### src/sv/greedy_nearest_track_associator_macros.svh
// ----------------------------------------------------------------------------
// Track associator assertion macros
// Shared concurrent assertion forms, clocked on clk_i, disabled in reset.
// ----------------------------------------------------------------------------
`ifndef GREEDY_NEAREST_TRACK_ASSOCIATOR_MACROS_SVH
`define GREEDY_NEAREST_TRACK_ASSOCIATOR_MACROS_SVH

// Check that a condition holds at every rising clock edge.
`define GNTA_ASSERT(lbl, cond, msg) \
  lbl: assert property (@(posedge clk_i) disable iff (!rst_ni) (cond)) \
    else $error(msg);

// Check that a consequent holds whenever an antecedent holds.
`define GNTA_ASSERT_IMP(lbl, ante, cons, msg) \
  lbl: assert property (@(posedge clk_i) disable iff (!rst_ni) (ante) |-> (cons)) \
    else $error(msg);

`endif

### src/sv/gnta_pkg.sv
// ----------------------------------------------------------------------------
// Track associator package
// Field widths, codes and the structs passed between the block's parts.
// ----------------------------------------------------------------------------
`default_nettype none

package gnta_pkg;

  localparam int COORD_W = 12;
  localparam int ID_W    = 16;
  localparam int MISS_W  = 8;
  localparam int FRM_W   = 13;
  localparam int MD_W    = 16;
  localparam int CFG_W   = 16;
  localparam int CIDX_W  = 2;

  localparam int SQ_W    = 2 * COORD_W;
  localparam int FSQ_W   = 2 * FRM_W;
  localparam int PROD_W  = SQ_W + FSQ_W;
  localparam int DIST_W  = PROD_W + 1;
  localparam int MDW_W   = MD_W + FRM_W;
  localparam int R_W     = MD_W + 2 * FRM_W;
  localparam int RL_W    = R_W / 2;
  localparam int RH_W    = R_W - RL_W;
  localparam int RSQ_W   = 2 * R_W;
  localparam int FRAC_W  = 32;
  localparam int THR_W   = RSQ_W - FRAC_W;

  localparam logic [2:0]        SETTLE_CYC  = 3'd4;
  localparam logic [MISS_W-1:0] MISS_MAX    = '1;
  localparam logic [MISS_W-1:0] RST_MAXMISS = 8'd5;
  localparam logic [MD_W-1:0]   RST_MDIST   = 16'd6554;
  localparam logic [FRM_W-1:0]  RST_FWIDTH  = 13'd640;
  localparam logic [FRM_W-1:0]  RST_FHEIGHT = 13'd480;

  typedef enum logic [CIDX_W-1:0] {
    CFG_MAX_MISSED = 2'd0,
    CFG_MATCH_DIST = 2'd1,
    CFG_FRAME_W    = 2'd2,
    CFG_FRAME_H    = 2'd3
  } cfg_idx_e;

  typedef enum logic [1:0] {
    KIND_ASSIGN = 2'd0,
    KIND_TRACK  = 2'd1,
    KIND_EMPTY  = 2'd2
  } kind_e;

  typedef enum logic [2:0] {
    ST_IDLE,
    ST_DSCAN,
    ST_DDONE,
    ST_ESCAN,
    ST_EDONE
  } state_e;

  typedef struct packed {
    logic               action;
    logic [COORD_W-1:0] x;
    logic [COORD_W-1:0] y;
    logic [COORD_W-1:0] w;
    logic [COORD_W-1:0] h;
  } item_t;

  typedef struct packed {
    logic [ID_W-1:0]    id;
    logic [COORD_W-1:0] x;
    logic [COORD_W-1:0] y;
    logic [COORD_W-1:0] w;
    logic [COORD_W-1:0] h;
    logic [MISS_W-1:0]  missed;
  } slot_t;

  localparam int SLOT_W = ID_W + 4 * COORD_W + MISS_W;

  typedef struct packed {
    logic [MISS_W-1:0] max_missed;
    logic [FSQ_W-1:0]  w2;
    logic [FSQ_W-1:0]  h2;
    logic [THR_W-1:0]  thr;
    logic              low_nz;
    logic              ready;
  } cfg_t;

  typedef struct packed {
    kind_e              kind;
    logic [ID_W-1:0]    track_id;
    logic               is_new;
    logic               table_full;
    logic [COORD_W-1:0] x;
    logic [COORD_W-1:0] y;
    logic [COORD_W-1:0] w;
    logic [COORD_W-1:0] h;
    logic [MISS_W-1:0]  missed;
    logic               last;
  } result_t;

endpackage

`default_nettype wire

### src/sv/gnta_front.sv
// ----------------------------------------------------------------------------
// Track associator front end
// Two-entry request queue between the command port and the engine.
// ----------------------------------------------------------------------------
`default_nettype none

module gnta_front (
  input  logic           clk_i,
  input  logic           rst_ni,
  input  logic           push_i,
  input  gnta_pkg::item_t item_i,
  output logic           busy_o,
  input  logic           pop_i,
  output logic           valid_o,
  output gnta_pkg::item_t item_o
);
  import gnta_pkg::*;

  item_t      mem_q [2];
  logic       rd_q, wr_q;
  logic [1:0] cnt_q;
  logic       do_push, do_pop;

  assign busy_o  = (cnt_q == 2'd2);
  assign valid_o = (cnt_q != 2'd0);
  assign item_o  = mem_q[rd_q];
  assign do_push = push_i && !busy_o;
  assign do_pop  = pop_i && valid_o;

  always_ff @(posedge clk_i or negedge rst_ni) begin
    if (!rst_ni) begin
      rd_q  <= 1'b0;
      wr_q  <= 1'b0;
      cnt_q <= 2'd0;
    end else begin
      if (do_push) wr_q <= ~wr_q;
      if (do_pop)  rd_q <= ~rd_q;
      cnt_q <= cnt_q + {1'b0, do_push} - {1'b0, do_pop};
    end
  end

  always_ff @(posedge clk_i) begin
    if (do_push) begin
      mem_q[wr_q] <= item_i;
    end
  end

endmodule

`default_nettype wire

### config.mk
export PLATFORM = sky130hd
export DESIGN_NAME = gnta_front
export DESIGN_NICKNAME = d
export VERILOG_FILES = /design/src/sv/greedy_nearest_track_associator_macros.svh /design/src/sv/gnta_pkg.sv /design/src/sv/gnta_front.sv
export SDC_FILE = /design/constraint.sdc
export NUM_CORES = 1
export LEC_CHECK = 0
export ABC_CLOCK_PERIOD_IN_PS = 3000
export BUFFER_PORTS_ARGS = -buffer_cell sky130_fd_sc_hd__buf_2
export CAP_MARGIN = 5
export CORE_ASPECT_RATIO = 1.4
export CORE_MARGIN = 2
export CORE_UTILIZATION = 35
export DETAILED_ROUTE_END_ITERATION = 12
export GPL_ROUTABILITY_DRIVEN = 0
export PLACE_DENSITY = 0.69
export SLEW_MARGIN = 20
export SYNTH_ARGS = -nofsm -noshare
export SYNTH_HDL_FRONTEND = slang
export SYNTH_SLANG_ARGS = --single-unit
### constraint.sdc
create_clock -name clk_i -period 3 [get_ports clk_i]
set_input_delay 0.45 -clock clk_i [delete_from_list [all_inputs] [get_ports clk_i]]
set_output_delay 0.45 -clock clk_i [all_outputs]
set_load 0.02 [all_outputs]
# ---- Word level (Yosys, flattened, before mapping)
# Memory sizes are Yosys's and may differ from the RTL's.
# Index checks and enable logic that the tools add are counted.
# W data, S select, Z words.
dict set report op_classes {
  bitwise_logic 2
  reduce_logical 4
  n_mux 2
  n_eq_ne 1
  add_sub_neg 2
}
# cell n
set ops {}
lappend ops {{$add A2 B1 Y2} 1}
lappend ops {{$eq A2 B2 Y1 const B} 1}
lappend ops {{$logic_and A1 B1 Y1} 2}
lappend ops {{$mux W1} 2}
lappend ops {{$not A1 Y1} 2}
lappend ops {{$reduce_bool A2 Y1} 1}
lappend ops {{$sub A2 B1 Y2} 1}
lappend ops {{$logic_not A1 Y1} 1}
dict set report word_totals {
  out_inout_bits 51
  register_bits 4
  ram_bits 98
  mem_count 1
  word_cells 15
}
# memory words word_bits rd rd_clocked_by_memory_dff write_ports line_no
set memory_table {}
lappend memory_table {mem_q 2 49 1 0 1 gnta_front.sv:19} ;# item_t mem_q [2];

# ---- Logic depth before layout (Yosys ltp)
dict set report logic_depth {
  word_depth 5
  mapped_depth 7
  ltp_nobuf 7
}

# ---- Worst setup path before layout
# No wires, ideal clock.
dict set report synth_path {
  kind {reg2reg}
  from {register cnt_q[1]}
  to {memory mem_q[0][0] in the netlist's numbering (enable)}
  synth_period_minus_slack_ps 3107
  path_stages_with_launch 4
  slack_ps -107
  arrival_ps 2651
  required_time_ps 2544
  n_path_buf 0
  cell_sequence {dfrtp_1 nand2b_1 nand2_1 nor2_1}
}
dict set report synth_between {
  elab_chain_len 5
}
# element line_no
set synth_rtl {}
lappend synth_rtl {{start: declaration} gnta_front.sv:21} ;# logic [1:0] cnt_q;
lappend synth_rtl {{start signal: assignment} gnta_front.sv:38} ;# cnt_q <= cnt_q + {1'b0, do_push} - {1'b0, do_pop};
lappend synth_rtl {{$eq A2 B2 Y1} gnta_front.sv:24} ;# assign busy_o = (cnt_q == 2'd2);
lappend synth_rtl {{$logic_not A1 Y1} gnta_front.sv:27} ;# assign do_push = push_i && !busy_o;
lappend synth_rtl {{$logic_and A1 B1 Y1} gnta_front.sv:27}
lappend synth_rtl {{$mux W1} gnta_front.sv:43} ;# if (do_push) begin
lappend synth_rtl {{$mux W1 (not written as such)} gnta_front.sv:44} ;# mem_q[wr_q] <= item_i;
lappend synth_rtl {{end: declaration} gnta_front.sv:19}
# Every way passes these cells.

==> load_flow_metrics.sql <==
INSERT INTO impl_metrics (metric_group, metric, value, unit) VALUES
('status', 'status', 'finished, final reports clean', ''),
('die', 'cell_row_count', '46', ''),
('pwr', 'p_int', '3.41', 'mW'),
('sta', 'max_freq', '420', 'MHz'),
('routing', 'route.detailed.wl_per_inst', '14.6', 'um'),
('hold_path', 'min_delay_path_class', 'input port to flop', ''),
('clocking', 'tritoncts', 'done', ''),
('critical_path', 'crit_path_start_kind', 'flop', ''),
('clocking', 'clock_insertion_delay_worst_skew', '0.33', 'ns'),
('pwr', 'power.share.clock', '21.4', '%'),
('routing', 'drt_first_pass_iters', '4', ''),
('yosys', 'synthArstFlopShare', '3.92', '%'),
('critical_path', 'worstPathArrival', '1.93', 'ns'),
('clocking', 'ctsRootBufferMaster', 'clkbuf_16', ''),
('layout', 'ratio_of_cells_with_drive_above_1_in_the_final_layout', '59.4', '%'),
('sta', 'clock-skew-final', '0.00699', 'ns'),
('critical_path', 'worstSetupPathType', 'flop to output pin', ''),
('layout', 'num-nets-final', '338', ''),
('yosys', 'yosys.cell_count.top_type', 'edfxtp_1', ''),
('placement', 'port_buffers', '103', ''),
('sta', 'fin_crit_sh', '79.4', '%'),
('clocking', 'cts_inserted_buffers', '9', ''),
('die', 'die_height', '130', 'um'),
('yosys', 'synth_fp_nets', '226', ''),
('sta', 'relSlewSlack', '36.2', '%'),
('global_routing', 'globalRoute.totalOverflow', '0', ''),
('die', 'floorplan.die_area', '0.0123', 'mm2'),
('yosys', 'netlist_area', '0.00400', 'mm2'),
('yosys', 'ys_top_cells_by_count', 'edfxtp_1, mux2_4, buf_12', ''),
('pwr', 'irDropWorstVdd', '0.770', 'mV'),
('sta', 'final.setup.tns', '0', 'ns'),
('sta', 'setup_viol', '0', ''),
('routing', 'detail_route.drc_violations', '0', ''),
('pwr', 'total_power', '4.94', 'mW'),
('yosys', 'ys_top_cells_by_area', 'edfxtp_1, mux2_4, buf_12', ''),
('clocking', 'cts_max_level', '3', ''),
('routing', 'drt_iter0_markers', '48', ''),
('routing', 'final_wl', '6.29', 'mm'),
('global_routing', 'grt_antenna_before_repair', '1', ''),
('clocking', 'clkSinkCount', '102', ''),
('clocking', 'cts_max_path_buffers', '2', ''),
('critical_path', 'timing.critical_path.fanout_max', '50', ''),
('clocking', 'clkSlewWorstSetupHoldPaths', '0.06', 'ns'),
('yosys', 'synth.yosys.warnings', '0', ''),
('layout', 'fillers', '1008', ''),
('global_routing', 'grt_use_total', '10.1', '%'),
('global_routing', 'grt_pass1_vias', '1883', ''),
('pwr', 'netSwitchingPower', '1.52', 'mW'),
('global_routing', 'grt_pass1_wl', '9.09', 'mm'),
('critical_path', 'endpoint_kind', 'output pin', ''),
('die', 'core_footprint', '0.0112', 'mm2'),
('yosys', 'post_synthesis_cell_type_with_the_largest_combined_area', 'edfxtp_1', ''),
('yosys', 'ys_seq_elements', '102', ''),
('sta', 'layout_min_cycle_time', '2.38', 'ns'),
('placement', 'cell_total_after_placement', '415', ''),
('routing', 'final_antenna_net_count', '0', ''),
('global_routing', 'grt_start_max_net_pins', '51', ''),
('sta', 'actual_transition_at_the_worst_max_transition_pin', '0.957', 'ns'),
('pwr', 'power_density', '1010', 'mW/mm2'),
('die', 'starting_density_of_the_core', '35.6', '%'),
('sta', 'final-max-slew-violation-count', '0', ''),
('yosys', 'syn-mean-instance-area', '23.4', 'um2'),
('yosys', 'syn-instance-count', '171', ''),
('sta', 'final_hold_viol_count', '0', ''),
('pwr', 'power.share.sequential', '45.1', '%'),
('critical_path', 'worst-endpoint-required', '2.55', 'ns'),
('pwr', 'p_comb_share', '33.5', '%'),
('sta', 'worst_hold_slack', '0.305', 'ns'),
('placement', 'post-dp-hpwl', '4.13', 'mm'),
('pwr', 'power.share.switching', '30.9', '%'),
('yosys', 'synth_cell_types', '15', ''),
('routing', 'vias', '1882', ''),
('yosys', 'synth_ff_type', 'edfxtp_1', ''),
('layout', 'area_growth', '22.9', '%'),
('yosys', 'synth_seq_area_share', '76.2', '%'),
('die', 'fp.dieW', '94.3', 'um'),
('layout', 'postLayoutCoreUtil', '43.7', '%'),
('pwr', 'static-leakage-power', '1.98', 'nW'),
('sta', 'rsz0062_at_grt', 'false', ''),
('routing', 'avgViaCountPerCell', '4.37', ''),
('yosys', 'yosys.area.top_type_share', '73.7', '%'),
('yosys', 'synth_enable_flop_cells', '98', ''),
('layout', 'finish.cell_count_without_fillers', '431', ''),
('run', 'maxCapViolCount', '0', ''),
('clocking', 'cts_repair_resize_count', '0', ''),
('die', 'io_pins', '104', '');
==> logic make-up (layout without fill, tap and decap cells) <==
kind of cell | count (synthesis) | count (layout) | synth area share [%]
buf+inv | 8 | 123 | 2.98
simple gates | 6 | 6 | 0.940
flops | 102 | 102 | 76.2
mux | 49 | 49 | 18.4
other cells | 0 | 1 | 0
fa+ha+maj | 2 | 2 | 0.626
xor+xnor | 4 | 4 | 0.877
==> cells in the final DEF, fill, tap and decap left out, drive strengths merged <==
cell type / instances
dlygate4sd3: 1
or2: 1
xor2: 1
bufinv: 1
diode: 1
edfxtp: 98
nand2b: 1
mux2: 49
and2: 1
nand2: 1
dfrtp: 4
xnor2: 3
nor2: 1
clkinv: 2
clkbuf: 11
and3: 1
inv: 2
ha: 2
buf: 106
==> power groups by stage <==
stage               logic [mW]  clock network (mW)  registers, mW
finish                    1.65                1.06           2.23
floorplan                 1.51                   0           2.06
global placement          1.67                   0           2.24
global route              1.77                1.15           2.27
detailed placement        1.69                   0           2.27
CTS                       1.69                1.10           2.24
==> final timing paths <==
path | from | to | slack (ns) | cells past startpoint
max reg2reg | cnt_q[1] | cnt_q[1] | 1.31 | 7
min in group asynchronous | rst_ni | cnt_q[0] | 0.46 | 2
max | rd_q | item_o[37] | 0.62 | 2
min reg2reg | cnt_q[0] | cnt_q[0] | 0.53 | 1
min | item_i[9] | mem_q[0][9] | 0.31 | 1
max in group asynchronous | rst_ni | rd_q | 2.40 | 2
==> flip-flops by register name, summed over array words and instances, names as in the netlist <==
signal  flops
cnt_q       2
rd_q        1
wr_q        1
mem_q      98
==> through the flow <==
stage	setup WS, ns	instance area, um2
after floorplan	0.707	4000
after global placement	0.967	4630
after detailed placement	0.936	4630
after CTS	0.563	4910
after global routing	0.535	4910
final	0.619	4910
==> layout make-up <==
class	count	area [um2]	area share, %
flip-flops and latches	102	3050	62.1
multi-input cells	61	842	17.2
clock buffers	11	233	4.74
clock inverters	3	37.5	0.765
diodes	1	2.50	0.0510
repair buffers	107	561	11.4
well taps	144	180	3.67
inverters	2	7.51	0.153
==> repair_timing <==
action,in CTS,in global routing
buffers inserted,0,0
hold buffers,1,0
hold endpoints to repair,4,0
==> layer usage <==
layer	track usage [%]	share of wire [%]
met5	0	0
met4	4.86	1.7
met3	3.56	6.8
met2	17.2	52
met1	11.4	39
==> worst max-delay path, stage by stage (launching register included) <==
cell     delay [ns]
dfrtp_4        1.06
mux2_4         0.36
buf_2          0.16
No activity file was read; power rests on OpenSTA's default activity.
