==> config.mk <==
export PLATFORM = sky130hd
export DESIGN_NAME = gnta_cfg
export DESIGN_NICKNAME = d
export VERILOG_FILES = /design/src/sv/greedy_nearest_track_associator_macros.svh /design/src/sv/gnta_pkg.sv /design/src/sv/gnta_cfg.sv
export SDC_FILE = /design/constraint.sdc
export NUM_CORES = 2
export LEC_CHECK = 0
export ABC_AREA = 1
export ABC_CLOCK_PERIOD_IN_PS = 13250
export BUFFER_PORTS_ARGS = -buffer_cell sky130_fd_sc_hd__clkbuf_2
export CAP_MARGIN = 20
export CORE_AREA = 2 2 397 360
export CTS_CLUSTER_DIAMETER = 40
export CTS_CLUSTER_SIZE = 10
export DETAILED_ROUTE_END_ITERATION = 6
export DIE_AREA = 0 0 399 362
export PLACE_DENSITY_LB_ADDON = 0.12
export SLEW_MARGIN = 10
export SYNTH_ARGS = -nofsm -noshare
export SYNTH_HDL_FRONTEND = slang
export SYNTH_SLANG_ARGS = --single-unit
==> constraint.sdc <==
create_clock -name clk_i -period 13.25 [get_ports clk_i]
set_input_delay 1.9875 -clock clk_i [delete_from_list [all_inputs] [get_ports clk_i]]
set_output_delay 1.9875 -clock clk_i [all_outputs]
set_load 0.05 [all_outputs]
==> src/sv/greedy_nearest_track_associator_macros.svh <==
// ----------------------------------------------------------------------------
// Track associator assertion macros
// Shared concurrent assertion forms, clocked on clk_i, disabled in reset.
// ----------------------------------------------------------------------------
`ifndef GREEDY_NEAREST_TRACK_ASSOCIATOR_MACROS_SVH
`define GREEDY_NEAREST_TRACK_ASSOCIATOR_MACROS_SVH

// Check that a condition holds at every rising clock edge.
`define GNTA_ASSERT(lbl, cond, msg) \
  lbl: assert property (@(posedge clk_i) disable iff (!rst_ni) (cond)) \
    else $error(msg);

// Check that a consequent holds whenever an antecedent holds.
`define GNTA_ASSERT_IMP(lbl, ante, cons, msg) \
  lbl: assert property (@(posedge clk_i) disable iff (!rst_ni) (ante) |-> (cons)) \
    else $error(msg);

`endif

==> src/sv/gnta_pkg.sv <==
// ----------------------------------------------------------------------------
// Track associator package
// Field widths, codes and the structs passed between the block's parts.
// ----------------------------------------------------------------------------
`default_nettype none

package gnta_pkg;

  localparam int COORD_W = 12;
  localparam int ID_W    = 16;
  localparam int MISS_W  = 8;
  localparam int FRM_W   = 13;
  localparam int MD_W    = 16;
  localparam int CFG_W   = 16;
  localparam int CIDX_W  = 2;

  localparam int SQ_W    = 2 * COORD_W;
  localparam int FSQ_W   = 2 * FRM_W;
  localparam int PROD_W  = SQ_W + FSQ_W;
  localparam int DIST_W  = PROD_W + 1;
  localparam int MDW_W   = MD_W + FRM_W;
  localparam int R_W     = MD_W + 2 * FRM_W;
  localparam int RL_W    = R_W / 2;
  localparam int RH_W    = R_W - RL_W;
  localparam int RSQ_W   = 2 * R_W;
  localparam int FRAC_W  = 32;
  localparam int THR_W   = RSQ_W - FRAC_W;

  localparam logic [2:0]        SETTLE_CYC  = 3'd4;
  localparam logic [MISS_W-1:0] MISS_MAX    = '1;
  localparam logic [MISS_W-1:0] RST_MAXMISS = 8'd5;
  localparam logic [MD_W-1:0]   RST_MDIST   = 16'd6554;
  localparam logic [FRM_W-1:0]  RST_FWIDTH  = 13'd640;
  localparam logic [FRM_W-1:0]  RST_FHEIGHT = 13'd480;

  typedef enum logic [CIDX_W-1:0] {
    CFG_MAX_MISSED = 2'd0,
    CFG_MATCH_DIST = 2'd1,
    CFG_FRAME_W    = 2'd2,
    CFG_FRAME_H    = 2'd3
  } cfg_idx_e;

  typedef enum logic [1:0] {
    KIND_ASSIGN = 2'd0,
    KIND_TRACK  = 2'd1,
    KIND_EMPTY  = 2'd2
  } kind_e;

  typedef enum logic [2:0] {
    ST_IDLE,
    ST_DSCAN,
    ST_DDONE,
    ST_ESCAN,
    ST_EDONE
  } state_e;

  typedef struct packed {
    logic               action;
    logic [COORD_W-1:0] x;
    logic [COORD_W-1:0] y;
    logic [COORD_W-1:0] w;
    logic [COORD_W-1:0] h;
  } item_t;

  typedef struct packed {
    logic [ID_W-1:0]    id;
    logic [COORD_W-1:0] x;
    logic [COORD_W-1:0] y;
    logic [COORD_W-1:0] w;
    logic [COORD_W-1:0] h;
    logic [MISS_W-1:0]  missed;
  } slot_t;

  localparam int SLOT_W = ID_W + 4 * COORD_W + MISS_W;

  typedef struct packed {
    logic [MISS_W-1:0] max_missed;
    logic [FSQ_W-1:0]  w2;
    logic [FSQ_W-1:0]  h2;
    logic [THR_W-1:0]  thr;
    logic              low_nz;
    logic              ready;
  } cfg_t;

  typedef struct packed {
    kind_e              kind;
    logic [ID_W-1:0]    track_id;
    logic               is_new;
    logic               table_full;
    logic [COORD_W-1:0] x;
    logic [COORD_W-1:0] y;
    logic [COORD_W-1:0] w;
    logic [COORD_W-1:0] h;
    logic [MISS_W-1:0]  missed;
    logic               last;
  } result_t;

endpackage

`default_nettype wire

==> src/sv/gnta_cfg.sv <==
// ----------------------------------------------------------------------------
// Track associator configuration
// Register file and the pipeline that derives the squared match radius.
// ----------------------------------------------------------------------------
`default_nettype none

module gnta_cfg (
  input  logic                          clk_i,
  input  logic                          rst_ni,
  input  logic                          cfg_we_i,
  input  logic [gnta_pkg::CIDX_W-1:0]   cfg_idx_i,
  input  logic [gnta_pkg::CFG_W-1:0]    cfg_wdata_i,
  output gnta_pkg::cfg_t                cfg_o
);
  import gnta_pkg::*;

  logic [MISS_W-1:0] maxm_q;
  logic [MD_W-1:0]   md_q;
  logic [FRM_W-1:0]  fw_q, fh_q;
  logic [2:0]        settle_q;

  logic [FSQ_W-1:0]  w2_q, h2_q;
  logic [MDW_W-1:0]  mdw_q;
  logic [R_W-1:0]    r_q;
  logic [2*RH_W-1:0] hh_q;
  logic [R_W-1:0]    hl_q;
  logic [2*RL_W-1:0] ll_q;
  logic [RSQ_W-1:0]  rsq_q;

  logic [FSQ_W-1:0]  w2_d, h2_d;
  logic [MDW_W-1:0]  mdw_d;
  logic [R_W-1:0]    r_d;
  logic [RH_W-1:0]   rh;
  logic [RL_W-1:0]   rl;
  logic [2*RH_W-1:0] hh_d;
  logic [R_W-1:0]    hl_d;
  logic [2*RL_W-1:0] ll_d;
  logic [RSQ_W-1:0]  rsq_d;

  always_ff @(posedge clk_i or negedge rst_ni) begin
    if (!rst_ni) begin
      maxm_q   <= RST_MAXMISS;
      md_q     <= RST_MDIST;
      fw_q     <= RST_FWIDTH;
      fh_q     <= RST_FHEIGHT;
      settle_q <= SETTLE_CYC;
    end else begin
      if (cfg_we_i) begin
        settle_q <= SETTLE_CYC;
        case (cfg_idx_e'(cfg_idx_i))
          CFG_MAX_MISSED: maxm_q <= cfg_wdata_i[MISS_W-1:0];
          CFG_MATCH_DIST: md_q   <= cfg_wdata_i[MD_W-1:0];
          CFG_FRAME_W:    fw_q   <= cfg_wdata_i[FRM_W-1:0];
          CFG_FRAME_H:    fh_q   <= cfg_wdata_i[FRM_W-1:0];
          default: ;
        endcase
      end else if (settle_q != 3'd0) begin
        settle_q <= settle_q - 3'd1;
      end
    end
  end

  // R = md * W * H, then R^2 from three half-width products
  assign w2_d  = fw_q * fw_q;
  assign h2_d  = fh_q * fh_q;
  assign mdw_d = md_q * fw_q;
  assign r_d   = mdw_q * fh_q;
  assign rh    = r_q[R_W-1:RL_W];
  assign rl    = r_q[RL_W-1:0];
  assign hh_d  = rh * rh;
  assign hl_d  = rh * rl;
  assign ll_d  = rl * rl;
  assign rsq_d = (RSQ_W'(hh_q) << (2 * RL_W)) + (RSQ_W'(hl_q) << (RL_W + 1))
               + RSQ_W'(ll_q);

  always_ff @(posedge clk_i) begin
    w2_q  <= w2_d;
    h2_q  <= h2_d;
    mdw_q <= mdw_d;
    r_q   <= r_d;
    hh_q  <= hh_d;
    hl_q  <= hl_d;
    ll_q  <= ll_d;
    rsq_q <= rsq_d;
  end

  assign cfg_o.max_missed = maxm_q;
  assign cfg_o.w2         = w2_q;
  assign cfg_o.h2         = h2_q;
  assign cfg_o.thr        = rsq_q[RSQ_W-1:FRAC_W];
  assign cfg_o.low_nz     = |rsq_q[FRAC_W-1:0];
  assign cfg_o.ready      = (settle_q == 3'd0);

endmodule

`default_nettype wire

# After elaboration in Yosys (flattened, before gate mapping)
# Index checks and enable logic that the tools add are counted.
# W data, S select, Z words.
[op_classes]
reduce_logical = 9
addsub = 3
n_mul = 7
n_eq_ne = 3
mux = 2
[ops]
columns = ["op", "count"]
rows = [
  ["$mul A21 B21 Y42", 3],
  ["$add A84 B42 Y84", 1],
  ["$add A84 B64 Y84", 1],
  ["$mul A13 B13 Y26", 2],
  ["$mul A29 B13 Y42", 1],
  ["$reduce_or A32 Y1", 1],
  ["$mul A16 B13 Y29", 1],
  ["$reduce_and A2 Y1", 4],
  ["$mux W3", 2],
  ["$eq A2 B2 Y1 const B", 2],
  ["$logic_not A3 Y1", 1],
  ["$reduce_bool A3 Y1", 1],
  ["$sub A3 B1 Y3 const B", 1],
  ["$eq A2 B1 Y1 const B", 1],
  ["$logic_not A2 Y1", 1],
  ["$reduce_bool A2 Y1", 1],
]
[word_totals]
input_bits = 21
out_inout_bits = 114
ff_bits = 386
elab_cells = 37

# Longest topological paths before layout
[logic_depth]
word_depth = 3
depth_mapped = 28
depth_no_buf = 26

# Worst setup path before layout
# Ideal clock, no wire load.
[synth_path]
path_kind = "register -> register"
startpoint = "reg r_q[29]"
endpoint = "reg hh_q[41]"
slack_ns = 7.340
stages_incl_launch_ff = 28
synth_period_minus_slack_ns = 5.910
setup_ns = 0.112
required_time_ns = 13.138
arrival_time_ns = 5.798
path_buffers = 2
path_cell_list = "dfxtp_1 clkbuf_1 clkbuf_1 nand2_1 fa_1 inv_1 fa_1 inv_1 fa_1 inv_1 fa_1 inv_1 fa_1 inv_1 fa_1 inv_1 fa_1 inv_1 ha_1 nand2_1 nor2_1 inv_1 nor3_2 nand3_1 nand3_1 nand2_1 nand3b_1 nand2_1"
[synth_via]
elab_chain_len = 1
[synth_lines]
columns = ["element", "line_no", "rtl"]
rows = [
  ["start: declaration", "gnta_cfg.sv:24", "logic [R_W-1:0] r_q;"],
  ["start signal: assignment", "gnta_cfg.sv:80", "r_q <= r_d;"],
  ["$mul A21 B21 Y42", "gnta_cfg.sv:70", "assign hh_d = rh * rh;"],
  ["via hh_d[41]", "gnta_cfg.sv:35", "logic [2*RH_W-1:0] hh_d;"],
  ["end signal: assignment", "gnta_cfg.sv:81", "hh_q <= hh_d;"],
  ["end: declaration", "gnta_cfg.sv:25", "logic [2*RH_W-1:0] hh_q;"],
]
# The timed path passes the listed nets, and every way through them passes these cells.
# A chain may end at the register's enable or synchronous reset.

# Worst setup path in the final report
[layout_path]
startpoint = "reg r_q[37]"
endpoint = "reg hh_q[39]"
# Same word-level chain as after synthesis.

==> summary.md <==
| Metric | Value |
|---|---|
| Synth area leader | fa_1 |
| Yosys Warn Count | 0 |
| Synthesized flop and latch total | 381 |
| Final TNS setup | 0 ns |
| Post-detail-place hpwl | 173000 um |
| CTS H-tree depth | 3 |
| Placer Congestion | 0.974 |
| Largest net degree at the start of global routing | 54 |
| Via-to-Cell Ratio | 5.20 |
| Ys flop type | dfxtp_1 |
| Worst R2R Path Depth | 19 |
| DIE AREA | 144000 sq um |
| Insertion delay to the later sink of the worst-skew pair | 0.70 ns |
| Drt first pass iters | 6 |
| WS Path Type | flip-flop to flip-flop |
| Wire per inst | 16.8 um |
| Post-CTS Resized | 0 |
| CP startpoint kind | flip-flop |
| Data arrival, critical path | 7.56 ns |
| Worst Skew | 0.0287 ns |
| Core area | 141000 sq um |
| Total Nets Final | 13116 |
| Share of the synthesized area in the top cell type | 38.8% |
| Slew @ Worst Pin | 1.18 ns |
| Tcrit/Tclk final | 52.6% |
| Synthesized cell area | 83700 sq um |
| Relative slew slack | 21.3% |
| Crit path time final | 6.97 ns |
| HP Start | ll_q[2]$_DFF_P_ |
| Syn avg cell area | 7.74 sq um |
| Hold-critical path endpoint | rsq_q[2]$_DFF_P_ |
| Critical Path End Type | flip-flop |
| CP required | 13.84 ns |
| Tot GR Track Use | 30.9% |
| Sequential share of the synthesized area | 9.45% |
| Worst Setup SP | r_q[37]$_DFF_P_ |
| First-pass GRT wire length | 357000 um |
| Clock tree buffer depth | 3 |
| Initial cell density of the core | 59.5% |
| Total CTS buffers | 81 |
| Clk root buf | clkbuf_16 |
| R2R Path Start | r_q[37]$_DFF_P_ |
| Worst Hold Depth | 0 |
| Share of cells above drive strength 1 | 4.66% |
| Clock sink total | 381 |
| Synth unique cells | 52 |
| CTS tree | yes |
| Area Growth Syn to Fin | 5.37% |
| Vias in the first global route | 69966 |
| Grt total ovfl | 0 |
| Post-synth ARST share | 13.9% |
| Synth Instances | 10818 |
| Crit Path Max Fanout | 43 |
| Hold Vio Cnt, Final | 0 |
| RSZ-0062 raised after global routing | false |
| Detail Route Antenna Nets | 0 |
| Via Count | 65512 |
| Die width | 399 um |
| Top Ports | 135 |
| Slew Viols, Final | 0 |
| Drt drc | 0 |
| Dominant cells by area after synthesis | fa_1 (39%), inv_1 (14%), nand2_1 (13%), ha_1 (12%), dfxtp_1 (7.8%) |
| Worst r2r dst | hh_q[39]$_DFF_P_ |
| Worst-path clk slew | 0.05 ns |
| Number of setup buffers added after CTS | 0 |
| Drt initial violations | 4677 |
| Max-capacitance violation count | 0 |
| Number of flops mapped to enable cells by yosys | 0 |
| Row count | 131 |
| Status | finished clean |
| Worst Hold Class | flip-flop to flip-flop |
| Hold buffers post-CTS | 0 |
| Final Setup Violations | 0 |
| Initial antenna violation count | 1 |
| Die Y | 362 um |
| I/O Buffers | 132 |
| Reg2reg setup slack | 6.28 ns |
| Max Freq | 143 MHz |
| Final wirelength | 212000 um |
Yosys cell counts (25+ instances only):
library cell     n
a21oi_1        316
buf_1           34
buf_4           54
clkbuf_1       333
dfrtp_1         37
dfxtp_1        328
fa_1          1624
ha_1           795
inv_1         3061
nand2_1       2936
nand3_1        210
nand4_1         34
nor2_1         346
nor3_1          49
o21a_1          25
o21ai_0        171
xnor2_1         63
xor2_1         154
final cells by class:
| cell class | count | area (sq um) |
|---|---|---|
| diodes | 1 | 2.50 |
| clock buffers | 100 | 2180 |
| clock inverters | 47 | 563 |
| fillers | 12684 | 52500 |
| inverters | 3076 | 11500 |
| multi-input cells | 6941 | 62400 |
| flip-flops and latches | 381 | 7950 |
| well taps | 1862 | 2330 |
| repair buffers | 195 | 1160 |
worst max-delay path, cell delays in order, from the launching register on:
cell and delay [ns]:
dfxtp_2 1.10, nand2_1 0.30, fa_1 0.64, inv_1 0.07, fa_1 0.50, fa_1 0.58
fa_1 0.46, fa_1 0.50, fa_1 0.49, inv_1 0.05, fa_1 0.49, inv_1 0.05
ha_1 0.35, nand2_1 0.14, o21ai_0 0.47, a21oi_1 0.11, nand3_1 0.28, nand2_1 0.11
nand3_1 0.08, nand2_1 0.06
per-layer routing:
layer | part of all wire, % | GRT usage [%] | vias up | routed length [um]
li1 | - | - | 30710 | -
met1 | 45 | 44.2 | 32309 | 94200
met2 | 45 | 49.2 | 2175 | 95200
met3 | 8.0 | 5.03 | 318 | 17000
met4 | 2.5 | 7.75 | 0 | 5330
met5 | 0 | 0 | - | 0
stage by stage:
step	std cells	util [%]	hold WS [ns]	instance area [sq um]	setup WS, ns
floorplan	10820	-	0.310	83700	7.34
global placement	12452	60.7	0.310	85400	6.48
detailed placement	12453	60.7	0.312	85400	6.44
CTS	12600	62.7	0.319	88100	6.43
global route	12602	62.7	0.327	88200	6.07
finish	12603	62.7	0.319	88200	6.28
sequential cells by signal, indices dropped and copies added, names as in the netlist, 16 cells and up:
signal and flops:
h2_q 25, hl_q 42, rsq_q 83, md_q 16
ll_q 41, mdw_q 29, r_q 42, hh_q 41
w2_q 25
cells in the final DEF, fill, tap and decap left out, types with 24 or more instances in the layout:
cell type | netlist | final
buf_4 | 54 | 60
o21a_1 | 25 | 25
ha_1 | 795 | 795
a21o_1 | 24 | 24
fa_1 | 1624 | 1624
clkbuf_2 | 0 | 132
dfxtp_1 | 328 | 298
a21oi_1 | 316 | 316
dfrtp_1 | 37 | 37
clkbuf_16 | 0 | 81
nand3_1 | 210 | 210
dfxtp_2 | 0 | 30
inv_1 | 3061 | 3061
nor2_1 | 346 | 346
nand2_1 | 2936 | 2936
xor2_1 | 154 | 154
nor3_1 | 49 | 49
nand4_1 | 34 | 34
xnor2_1 | 63 | 63
o21ai_0 | 171 | 171
logic make-up (layout without fill, tap and decap cells):
| family | Yosys count | in the layout | share of synthesized area (%) |
|---|---|---|---|
| AOI/OAI and AO/OA | 594 | 594 | 3.85 |
| xor gates and xnor gates | 217 | 217 | 2.27 |
| adders and majority gates | 2419 | 2419 | 50.7 |
| buffers and inverters | 3498 | 3418 | 15.9 |
| DFF | 381 | 381 | 9.45 |
| muxes | 3 | 3 | 0.0404 |
| other | 1 | 4 | 0.00448 |
| and+or+nand+nor | 3705 | 3705 | 17.7 |
how the worst max path moves through the flow:
stage                                   to
after floorplan           hh_q[41]$_DFF_P_
after global placement    hh_q[31]$_DFF_P_
after detailed placement  hh_q[39]$_DFF_P_
after CTS                 hh_q[41]$_DFF_P_
after global routing      hh_q[39]$_DFF_P_
final                     hh_q[39]$_DFF_P_
Power is left out: the tool's default activity adds up to more than one toggle a clock period on the data nets, which glitch-free logic cannot reach.
